--- config.mk ---
export PLATFORM = sky130hd
export DESIGN_NAME = cdip_ctrl
export DESIGN_NICKNAME = d
export VERILOG_FILES = /design/src/rtl/cdip_pkg.sv /design/src/rtl/cdip_ctrl.sv
export SDC_FILE = /design/constraint.sdc
export NUM_CORES = 1
export LEC_CHECK = 0
export BUFFER_PORTS_ARGS = -buffer_cell sky130_fd_sc_hd__buf_2
export CORE_AREA = 4 4 41 43
export DETAILED_ROUTE_END_ITERATION = 8
export DIE_AREA = 0 0 45 47
export HOLD_SLACK_MARGIN = 0.06
export PLACE_DENSITY = 0.67
export SYNTH_ARGS = -nofsm -noshare
export SYNTH_HDL_FRONTEND = slang
export SYNTH_SLANG_ARGS = --single-unit
--- constraint.sdc ---
create_clock -name clk -period 1.9 [get_ports clk]
set_clock_uncertainty 0.15 [all_clocks]
set_input_delay 0.095 -clock clk [delete_from_list [all_inputs] [get_ports clk]]
set_output_delay 0.095 -clock clk [all_outputs]
set_load 0.02 [all_outputs]
--- src/rtl/cdip_pkg.sv ---
`timescale 1ns / 1ps
package cdip_pkg;

	localparam int LINES      = 256;
	localparam int LINE_W     = 8;
	localparam int LEVELS     = 16;
	localparam int LVL_W      = 4;
	localparam logic [LVL_W-1:0] LVL_TOP = LVL_W'(LEVELS - 1);

	localparam logic [13:0] ELAPSED_CAP  = 14'd8192;
	localparam logic [14:0] INTERVAL_CAP = 15'd16384;
	localparam logic [15:0] OCC_CAP      = 16'd65535;

	typedef enum logic [1:0] {
		MODE_TICK = 2'd0,
		MODE_HIT  = 2'd1,
		MODE_MISS = 2'd2,
		MODE_NONE = 2'd3
	} mode_t;

	typedef enum logic [1:0] {
		CFG_LET_OVF   = 2'd0,
		CFG_MIN_COUNT = 2'd1,
		CFG_LIMIT     = 2'd2,
		CFG_UNUSED    = 2'd3
	} cfg_idx_t;

	typedef struct packed {
		logic [1:0]        mode;
		logic [LINE_W-1:0] line;
	} item_t;

	typedef struct packed {
		logic [14:0] decay_limit;
		logic [13:0] elapsed;
		logic [3:0]  access_count;
		logic        wrong_bit;
		logic        access_overflow;
	} result_t;

	typedef struct packed {
		logic [13:0] elapsed;
		logic [3:0]  count;
		logic [13:0] gap;
		logic [14:0] decay;
		logic        onoff;
		logic        wrong;
		logic        ovf;
	} line_rec_t;

	typedef enum logic [3:0] {
		ST_IDLE,
		ST_READ,
		ST_DECIDE,
		ST_HIT_MAX,
		ST_MISS_IV,
		ST_PROP1,
		ST_HALVE,
		ST_PROP2,
		ST_MISS_MAX,
		ST_WRITE
	} state_t;

	typedef struct packed {
		logic accept;
		logic load;
		logic tick;
		logic hit_top;
		logic hit;
		logic miss_clear;
		logic iv_update;
		logic prop_step;
		logic occ_commit;
		logic halve_step;
		logic set_idx_next;
		logic take_max;
		logic write;
	} cmd_t;

	typedef struct packed {
		mode_t mode;
		logic  ovf;
		logic  hit_top;
		logic  idx_zero;
		logic  halve;
	} status_t;

endpackage

--- src/rtl/cdip_ctrl.sv ---
`timescale 1ns / 1ps
module cdip_ctrl (
	input  logic              clk,
	input  logic              arst_n,
	input  logic              start,
	input  cdip_pkg::status_t sts,
	output cdip_pkg::cmd_t    cmd,
	output logic              busy
);

	cdip_pkg::state_t state_q, state_d;

	always_ff @(posedge clk or negedge arst_n) begin
		if (!arst_n) begin
			state_q <= cdip_pkg::ST_IDLE;
		end else begin
			state_q <= state_d;
		end
	end

	always_comb begin
		state_d = state_q;
		cmd = '0;
		busy = (state_q != cdip_pkg::ST_IDLE);
		case (state_q)
			cdip_pkg::ST_IDLE: begin
				if (start) begin
					cmd.accept = 1'b1;
					state_d = cdip_pkg::ST_READ;
				end
			end
			cdip_pkg::ST_READ: begin
				cmd.load = 1'b1;
				state_d = cdip_pkg::ST_DECIDE;
			end
			cdip_pkg::ST_DECIDE: begin
				state_d = cdip_pkg::ST_WRITE;
				case (sts.mode)
					cdip_pkg::MODE_TICK: cmd.tick = 1'b1;
					cdip_pkg::MODE_HIT: begin
						if (sts.hit_top) begin
							cmd.hit_top = 1'b1;
						end else begin
							cmd.hit = 1'b1;
							state_d = cdip_pkg::ST_HIT_MAX;
						end
					end
					cdip_pkg::MODE_MISS: begin
						if (sts.ovf) begin
							cmd.miss_clear = 1'b1;
						end else begin
							state_d = cdip_pkg::ST_MISS_IV;
						end
					end
					default: state_d = cdip_pkg::ST_WRITE;
				endcase
			end
			cdip_pkg::ST_HIT_MAX: begin
				cmd.take_max = 1'b1;
				state_d = cdip_pkg::ST_WRITE;
			end
			cdip_pkg::ST_MISS_IV: begin
				cmd.iv_update = 1'b1;
				state_d = cdip_pkg::ST_PROP1;
			end
			cdip_pkg::ST_PROP1: begin
				if (!sts.idx_zero) begin
					cmd.prop_step = 1'b1;
				end else if (sts.halve) begin
					cmd.occ_commit = 1'b1;
					state_d = cdip_pkg::ST_HALVE;
				end else begin
					cmd.occ_commit = 1'b1;
					cmd.set_idx_next = 1'b1;
					state_d = cdip_pkg::ST_MISS_MAX;
				end
			end
			cdip_pkg::ST_HALVE: begin
				cmd.halve_step = 1'b1;
				state_d = cdip_pkg::ST_PROP2;
			end
			cdip_pkg::ST_PROP2: begin
				if (!sts.idx_zero) begin
					cmd.prop_step = 1'b1;
				end else begin
					cmd.set_idx_next = 1'b1;
					state_d = cdip_pkg::ST_MISS_MAX;
				end
			end
			cdip_pkg::ST_MISS_MAX: begin
				cmd.take_max = 1'b1;
				cmd.miss_clear = 1'b1;
				state_d = cdip_pkg::ST_WRITE;
			end
			cdip_pkg::ST_WRITE: begin
				cmd.write = 1'b1;
				state_d = cdip_pkg::ST_IDLE;
			end
			default: state_d = cdip_pkg::ST_IDLE;
		endcase
	end

endmodule

==> results.cfg, run 1 <==
[final_layout]
largest-register = state_q
antenna-diode-count = 0
syn2layout_area_growth_pct = 34.3
top_regs = state_q (4)
finalInstanceArea_um2 = 676
largest_register_ffs = 4
drive_above_1_share_pct = 38.5
nets = 105

[synth]
yosysWarnings = 0
async_flop_share_pct = 100
ys_types = 33
ys.flop_type = dfrtp_1
netlist_area_um2 = 503
yosysSeqAreaShare_pct = 19.9
synth-seq-cells = 4
synth_fp_nets = 78
avgSynthCellArea_um2 = 7.62
netlist_instances = 66
synth_edf_count = 0

[clock_tree]
cts_max_path_buffers = 2
clk_latency_ns = 0.23
path_clk_slew_ns = 0.04
numCtsBuffers = 3
post_cts.repair.setup_buffers = 0
root_buffer = clkbuf_4
htreeDepth = 1
cts.sinks = 4
cts_tree = done

[critical_path]
endpoint_kind = primary output
crit_path_start_kind = register
path_delay_family = simple AND/OR/NAND/NOR gates
required_ns = 1.65
path_class = register to primary output
reg2reg_slack_ns = 0.26
critPathSlowestCell = or4_4
reg2regPathDepth = 4
cp.arrival_ns = 1.56
r2r-start = state_q[0]$_DFFE_PN0P_
crit_chain = or4_4, nor2_4, buf_2
critical_path_buf_inv_count = 1
path_depth = 3
crit_fanout = 15
crit_start = state_q[0]$_DFFE_PN0P_
max_stage_delay_ns = 0.58

[sta]
max_freq_mhz = 555
rsz0062_at_grt = false
setup_viol = 0
min_period_over_period_pct = 94.8
relSlewSlack_pct = 80.0
final_max_slew_viol_count = 0
max_slew.worst_pin.slew_ns = 0.298
final_hold_viol_count = 0
min_period_ns = 1.80
finalSetupTns_ns = 0

[power]
seqPwrFrac_pct = 28.0
p_sw_share_pct = 50.3
pwr-share-clk_pct = 13.6
p_leak_nw = 0.335
intPower_w = 0.000382
switchingPower_w = 0.000387
peakVddDrop_uv = 580
p_comb_share_pct = 58.4
powerDensity_mw_per_mm2 = 1140

[detailed_routing]
drtIter0Drc = 11
postRouteWirelength_um = 1300
firstDrtPassIters = 4
ant_nets = 0
wl_per_cell_um = 12.3
num_vias = 572
drc = 0
viasPerCell = 5.40

[global_routing]
grt_max_degree = 16
grt_pass1_wl_um = 2190
grt_pass1_vias = 488
grt_overflow = 0
antenna_found_initial = 0
track_usage_pct = 13.6

[run_status]
status = complete, no violations

[place]
hpwlAfterDp_um = 1030
place_area_um2 = 608
place_congestion = 0.863
port_buffers = 22

[floorplan]
io_pins = 23
dieArea_mm2 = 0.00212
die_w_um = 45
initial_core_util_pct = 38.7
die_h_um = 47
coreArea_mm2 = 0.00130
rows = 13

[hold_path]
whs_path_depth = 3
hold_path.class = input port to register
hp-start = start

[job]
cap_violations = 0
==> final timing paths <==
check | to
min in group asynchronous | state_q[2]$_DFFE_PN0P_
hold / removal | state_q[1]$_DFFE_PN0P_
setup / recovery | cmd[8]
setup reg to reg | state_q[3]$_DFFE_PN0P_
hold reg to reg | state_q[1]$_DFFE_PN0P_
max in group asynchronous | state_q[0]$_DFFE_PN0P_
==> through the flow <==
step / power (W) / instances / utilization [%] / setup WS (ns) / hold WS [ns]
after detailed placement: 0.000653 / 99 / 46.7 / 0.209 / -0.244
after floorplan: 0.000542 / 66 / - / 0.167 / -0.351
after global placement: 0.000646 / 99 / 46.7 / 0.254 / -0.246
after global routing: 0.000839 / 106 / 51.9 / 0.0196 / 0.134
final: 0.000769 / 106 / 51.9 / 0.0988 / 0.131
after CTS: 0.000770 / 106 / 51.6 / 0.0356 / 0.120
==> per-layer routing <==
metal  track usage (%)  vias up  wire length (um)
met5                 0        -                 0
met1              19.3      259               575
met2              21.8       23               616
met3              1.92        2               100
li1                  -      288                 -
met4              3.51        0                 8
==> placed cells by master, fill, tap and decap left out, types with 3 or more instances in the layout <==
| cell type | instances |
|---|---|
| dlygate4sd3_1 | 4 |
| ha_1 | 3 |
| and2_1 | 4 |
| clkbuf_4 | 3 |
| nor3b_1 | 3 |
| o21ai_0 | 3 |
| dfrtp_2 | 4 |
| a21oi_1 | 4 |
| nor3_1 | 3 |
| nor2b_1 | 3 |
| inv_1 | 4 |
| buf_2 | 22 |
| nor2_1 | 4 |
| nand2_1 | 6 |
==> layout make-up <==
type	instances	area [um^2]
Inverter	5	18.8
Fill cell	135	626
Multi-Input combinational cell	53	360
Sequential cell	4	105
Tap cell	15	18.8
Clock buffer	3	22.5
Timing Repair Buffer	26	150
==> cells by family after synthesis <==
kind of cell	after synthesis	share of synthesized area, %
simple gates	34	42.3
fa+ha+maj	3	7.46
buf+inv	9	8.45
compound gates	16	21.9
flops	4	19.9
==> worst min-delay path: stages <==
cell and delay [ns]:
buf_2 0.09, o211ai_2 0.14, o21ai_2 0.15
==> cell usage after synthesis, types with 2 or more instances <==
cell,instances,area [um^2]
a21oi_1,4,20.0
and2_1,4,25.0
and3_1,2,12.5
buf_4,2,15.0
dfrtp_1,4,100
ha_1,3,37.5
inv_1,4,15.0
nand2_1,6,22.5
nor2_1,4,15.0
nor2b_1,3,18.8
nor3_1,3,15.0
nor3b_1,3,22.5
o21ai_0,3,15.0
o22ai_1,2,12.5
==> power by group through the flow <==
stage	registers (W)	logic, W	clock network (W)
global route	0.000230	0.000497	0.000113
global placement	0.000206	0.000440	0
detailed placement	0.000209	0.000444	0
CTS	0.000209	0.000453	0.000108
finish	0.000216	0.000449	0.000104
floorplan	0.000143	0.000399	0
==> repair_timing <==
item,in CTS,in global routing
hold buffers,4,0
endpoints found under the setup margin,1,2
hold endpoints to repair,7,0
gates resized for setup,1,3
No activity file was read; power rests on OpenSTA's default activity.
==> inputs of run 2 (changes only) <==
--- a/config.mk
+++ b/config.mk
@@ -5,12 +5,12 @@
 export SDC_FILE = /design/constraint.sdc
 export NUM_CORES = 1
 export LEC_CHECK = 0
+export ABC_AREA = 1
 export BUFFER_PORTS_ARGS = -buffer_cell sky130_fd_sc_hd__buf_2
 export CORE_AREA = 4 4 41 43
 export DETAILED_ROUTE_END_ITERATION = 8
 export DIE_AREA = 0 0 45 47
 export HOLD_SLACK_MARGIN = 0.06
-export PLACE_DENSITY = 0.67
 export SYNTH_ARGS = -nofsm -noshare
 export SYNTH_HDL_FRONTEND = slang
 export SYNTH_SLANG_ARGS = --single-unit
==> results.cfg, run 2 <==
[clock_tree]
clk_latency_ns = 0.23
cts_hold_buf = 3
numCtsBuffers = 3
path_clk_slew_ns = 0.04
post_cts.repair.setup_buffers = 0
cts.sinks = 4
cts_tree = done
root_buffer = clkbuf_4
cts_resized = 0
htreeDepth = 1
cts_max_path_buffers = 2

[run_status]
status = complete, no violations

[power]
power_w = 0.000783
peakVddDrop_uv = 630
powerDensity_mw_per_mm2 = 1200
p_leak_nw = 0.443

[synth]
yosysSeqAreaShare_pct = 21.2
synth_top_area_cell = dfrtp_1
netlist_area_um2 = 472
synth_edf_count = 0
synth_area_leaders = dfrtp_1 (21%), nand2_1 (21%), nor2_1 (13%)
yosysMostFrequentCell = nand2_1
synth_common_cells = nand2_1 (26), nor2_1 (16), inv_1 (15)
synth_fp_nets = 98
synth-seq-cells = 4
yosysWarnings = 0
avgSynthCellArea_um2 = 5.48
ys.flop_type = dfrtp_1
synth_top_area_share_pct = 21.2
async_flop_share_pct = 100
ys_types = 13
netlist_instances = 86

[final_layout]
antenna-diode-count = 0
final_common_cell = nand2_1
largest-register = state_q
drive_above_1_share_pct = 29.8
top_regs = state_q (4)
largest_register_ffs = 4
mostFrequentLayoutCells = nand2_1 (26), buf_2 (22), nor2_1 (16)
nets = 128
n_fill_cell = 154
syn2layout_area_growth_pct = 38.5

[critical_path]
crit_fanout = 7
required_ns = 1.65
path_class = register to primary output
endpoint_kind = primary output
crit_path_start_kind = register
cp.arrival_ns = 1.42

[global_routing]
grt_max_degree = 8
track_usage_pct = 13.3
grt_pass1_vias = 509
grt_overflow = 0
antenna_found_initial = 0
grt_pass1_wl_um = 2010

[place]
hpwlAfterDp_um = 1010
place_congestion = 0.744
port_buffers = 22

[sta]
setup_viol = 0
min_period_ns = 1.67
max_freq_mhz = 599
final_max_slew_viol_count = 0
finalSetupTns_ns = 0
max_slew.worst_pin.slew_ns = 0.239
final_hold_viol_count = 0
rsz0062_at_grt = false
min_period_over_period_pct = 87.9
relSlewSlack_pct = 84.1

[floorplan]
coreArea_mm2 = 0.00130
rows = 13
initial_core_util_pct = 36.2
dieArea_mm2 = 0.00212
die_w_um = 45
io_pins = 23
die_h_um = 47

[hold_path]
hold_path.class = input port to register

[detailed_routing]
drtIter0Drc = 13
ant_nets = 0
drc = 0
wl_per_cell_um = 8.96
viasPerCell = 4.43
num_vias = 571
firstDrtPassIters = 4
postRouteWirelength_um = 1160

[job]
cap_violations = 0
run 2: cells by family (layout without fill, tap and decap cells):
kind of cell	count (synthesis)	count (layout)	synth area share [%]
flip-flops	4	4	21.2
buffers and inverters	20	48	15.9
AND/OR/NAND/NOR	57	57	51.7
adder cells (fa/ha/maj)	3	3	7.96
AO/OA/AOI/OAI	2	2	3.18
run 2: final timing paths:
kind | cells past startpoint | startpoint | endpoint | slack, ns
setup / recovery | 6 | state_q[0]$_DFFE_PN0P_ | cmd[8] | 0.23
hold / removal | 5 | sts[3] | state_q[2]$_DFFE_PN0P_ | 0.08
setup reg to reg | 6 | state_q[3]$_DFFE_PN0P_ | state_q[0]$_DFFE_PN0P_ | 0.57
hold reg to reg | 2 | state_q[1]$_DFFE_PN0P_ | state_q[1]$_DFFE_PN0P_ | 0.46
max in group asynchronous | 3 | arst_n | state_q[1]$_DFFE_PN0P_ | 0.82
min in group asynchronous | 3 | arst_n | state_q[2]$_DFFE_PN0P_ | 0.60
run 2: routing by layer:
| layer | track usage, % | part of all wire (%) |
|---|---|---|
| met1 | 15.6 | 47 |
| met2 | 22.3 | 45 |
| met3 | 3.45 | 6.7 |
| met4 | 7.02 | 0.78 |
| met5 | 0 | 0 |
run 2: worst max-delay path, stage by stage (launching register included):
cell     delay [ns]
dfrtp_1        0.45
inv_2          0.11
nand2_1        0.06
nor2_2         0.20
inv_2          0.07
nor3_1         0.12
buf_2          0.19
run 2: final cells by class:
cell class              count  area (um^2)  area share [%]
well taps                  15         18.8            2.87
flip-flops and latches      4          100            15.3
multi-input cells          62          297            45.4
inverters                  20         75.1            11.5
clock buffers               3         22.5            3.45
repair buffers             25          140            21.5
run 2: per-stage QoR:
step	hold slack (ns)	util, %	setup slack, ns	std cells	instance area (um^2)
floorplan	-0.351	-	0.390	86	472
global placement	-0.247	46.2	0.467	123	601
finish	0.0778	50.2	0.231	129	653
CTS	0.0762	50.2	0.225	129	653
detailed placement	-0.246	46.2	0.472	123	601
global route	0.126	50.2	0.0637	129	653
run 2: power breakdown:
part | switching, W | internal [W] | leakage, nW | total, W
clock network | 0.0000302 | 0.0000703 | 0.0138 | 0.000100
registers | 0.0000540 | 0.000119 | 0.0520 | 0.000172
logic | 0.000344 | 0.000166 | 0.377 | 0.000510
total | 0.000428 | 0.000355 | 0.443 | 0.000783
==> inputs of run 3 (changes only) <==
--- a/config.mk
+++ b/config.mk
@@ -11,6 +11,7 @@
 export DETAILED_ROUTE_END_ITERATION = 8
 export DIE_AREA = 0 0 45 47
 export HOLD_SLACK_MARGIN = 0.06
+export SLEW_MARGIN = 30
 export SYNTH_ARGS = -nofsm -noshare
 export SYNTH_HDL_FRONTEND = slang
 export SYNTH_SLANG_ARGS = --single-unit
==> constraint.sdc (replaced) <==
create_clock -name clk -period 1.6 [get_ports clk]
set_clock_uncertainty 0.15 [all_clocks]
set_input_delay 0.08 -clock clk [delete_from_list [all_inputs] [get_ports clk]]
set_output_delay 0.08 -clock clk [all_outputs]
set_load 0.02 [all_outputs]
==> results.cfg, run 3 (synthesized netlist as in run 2, its figures left out) <==
[floorplan]
die_w_um = 45
coreArea_mm2 = 0.00130
dieArea_mm2 = 0.00212
rows = 13
io_pins = 23
initial_core_util_pct = 36.2
die_h_um = 47

[detailed_routing]
drc = 0
postRouteWirelength_um = 1220
drtIter0Drc = 9
viasPerCell = 4.50
firstDrtPassIters = 4
num_vias = 590
ant_nets = 0
wl_per_cell_um = 9.31

[final_layout]
multi_input_area_um2 = 312
mostFrequentLayoutCells = nand2_1 (24), buf_2 (20), nor2_1 (16)
nets = 130
top_regs = state_q (4)
largest_register_ffs = 4
final_common_cell = nand2_1
final_util_pct = 53.0
drive_above_1_share_pct = 34.5
syn2layout_area_growth_pct = 46.2
antenna-diode-count = 0
n_fill_cell = 150
largest-register = state_q
regArea_um2 = 101

[power]
peakVddDrop_uv = 726
p_leak_nw = 0.455
powerDensity_mw_per_mm2 = 1440

[clock_tree]
cts_tree = done
root_buffer = clkbuf_4
numCtsBuffers = 3
cts.sinks = 4
clk_latency_ns = 0.23
path_clk_slew_ns = 0.03
cts_max_path_buffers = 2
htreeDepth = 1

[critical_path]
crit_path_start_kind = register
endpoint_kind = primary output
path_class = register to primary output
reg2reg_slack_ns = 0.21
required_ns = 1.37
reg2regPathDepth = 7
reg2reg_to = state_q[0]$_DFFE_PN0P_
crit_fanout = 7
cp.arrival_ns = 1.31
r2r-start = state_q[3]$_DFFE_PN0P_

[sta]
min_period_over_period_pct = 96.0
setup_viol = 0
relSlewSlack_pct = 86.2
max_slew.worst_pin.slew_ns = 0.207
hold-worst-slack_ns = 0.0666
final_hold_viol_count = 0
max_freq_mhz = 651
final_max_slew_viol_count = 0
min_period_ns = 1.54
rsz0062_at_grt = true

[global_routing]
grt_pass1_vias = 536
grt_max_degree = 8
grt_overflow = 0
grt_pass1_wl_um = 2140
track_usage_pct = 13.7
antenna_found_initial = 0

[hold_path]
holdPathEnd = state_q[2]$_DFFE_PN0P_
hp-start = sts[3]
whs_path_depth = 5
hold_path.class = input port to register

[run_status]
status = complete, no violations

[place]
place_congestion = 0.744
port_buffers = 22
hpwlAfterDp_um = 1000

[job]
cap_violations = 0
run 3: layout make-up:
cell class | instances | area share [%]
well taps | 15 | 2.72
multi-input cells | 62 | 45.2
inverters | 20 | 10.9
repair buffers | 27 | 23.2
clock buffers | 3 | 3.27
flip-flops and latches | 4 | 14.7
run 3: worst max-delay path, stage by stage (launching register included):
cell and delay [ns]:
dfrtp_2 0.44, inv_2 0.09, nand2_1 0.09, nor2_4 0.11, inv_2 0.06, o22ai_1 0.12
buf_4 0.17
run 3: stage by stage:
step	instances	setup slack (ns)	total power, W	setup TNS, ns	instance area [um^2]
floorplan	86	0.105	0.000642	0	472
global placement	123	0.182	0.000813	0	601
detailed placement	123	0.186	0.000812	0	601
CTS	131	0.0361	0.000981	0	674
global route	131	-0.0346	0.00110	-0.0954	689
finish	131	0.0646	0.000990	0	689
run 3: report_power, final:
part / internal, W / leakage (nW) / switching, W / total [W]
Clock: 0.0000835 / 0.0138 / 0.0000353 / 0.000119
Sequential: 0.000144 / 0.0509 / 0.0000564 / 0.000200
Combinational: 0.000229 / 0.390 / 0.000442 / 0.000671
Total: 0.000456 / 0.455 / 0.000533 / 0.000990
run 3: worst max path at each step:
stage             end  slack (ns)                    from  cells after the start
6_report       cmd[7]        0.06  state_q[0]$_DFFE_PN0P_                      6
5_1_grt        cmd[7]       -0.03  state_q[0]$_DFFE_PN0P_                      6
4_1_cts        cmd[8]        0.04  state_q[2]$_DFFE_PN0P_                      6
3_5_place_dp   cmd[8]        0.19  state_q[0]$_DFFE_PN0P_                      6
3_3_place_gp   cmd[8]        0.18  state_q[0]$_DFFE_PN0P_                      6
2_1_floorplan  cmd[8]        0.10  state_q[0]$_DFFE_PN0P_                      5
run 3: what timing repair did:
item | CTS | global route
setup buffers | 2 | 0
hold buffers | 3 | 0
endpoints found under the hold margin | 5 | 0
endpoints found under the setup margin | 2 | 6
gates resized for setup | 2 | 5
pin swaps | 1 | 0
run 3: routing by layer:
metal	vias to the layer above	share of wire (%)	track usage, %
met5	-	0	0
met1	254	46	18.2
met4	0	0.74	7.02
li1	317	-	-
met3	2	6.5	1.15
met2	17	47	22.3
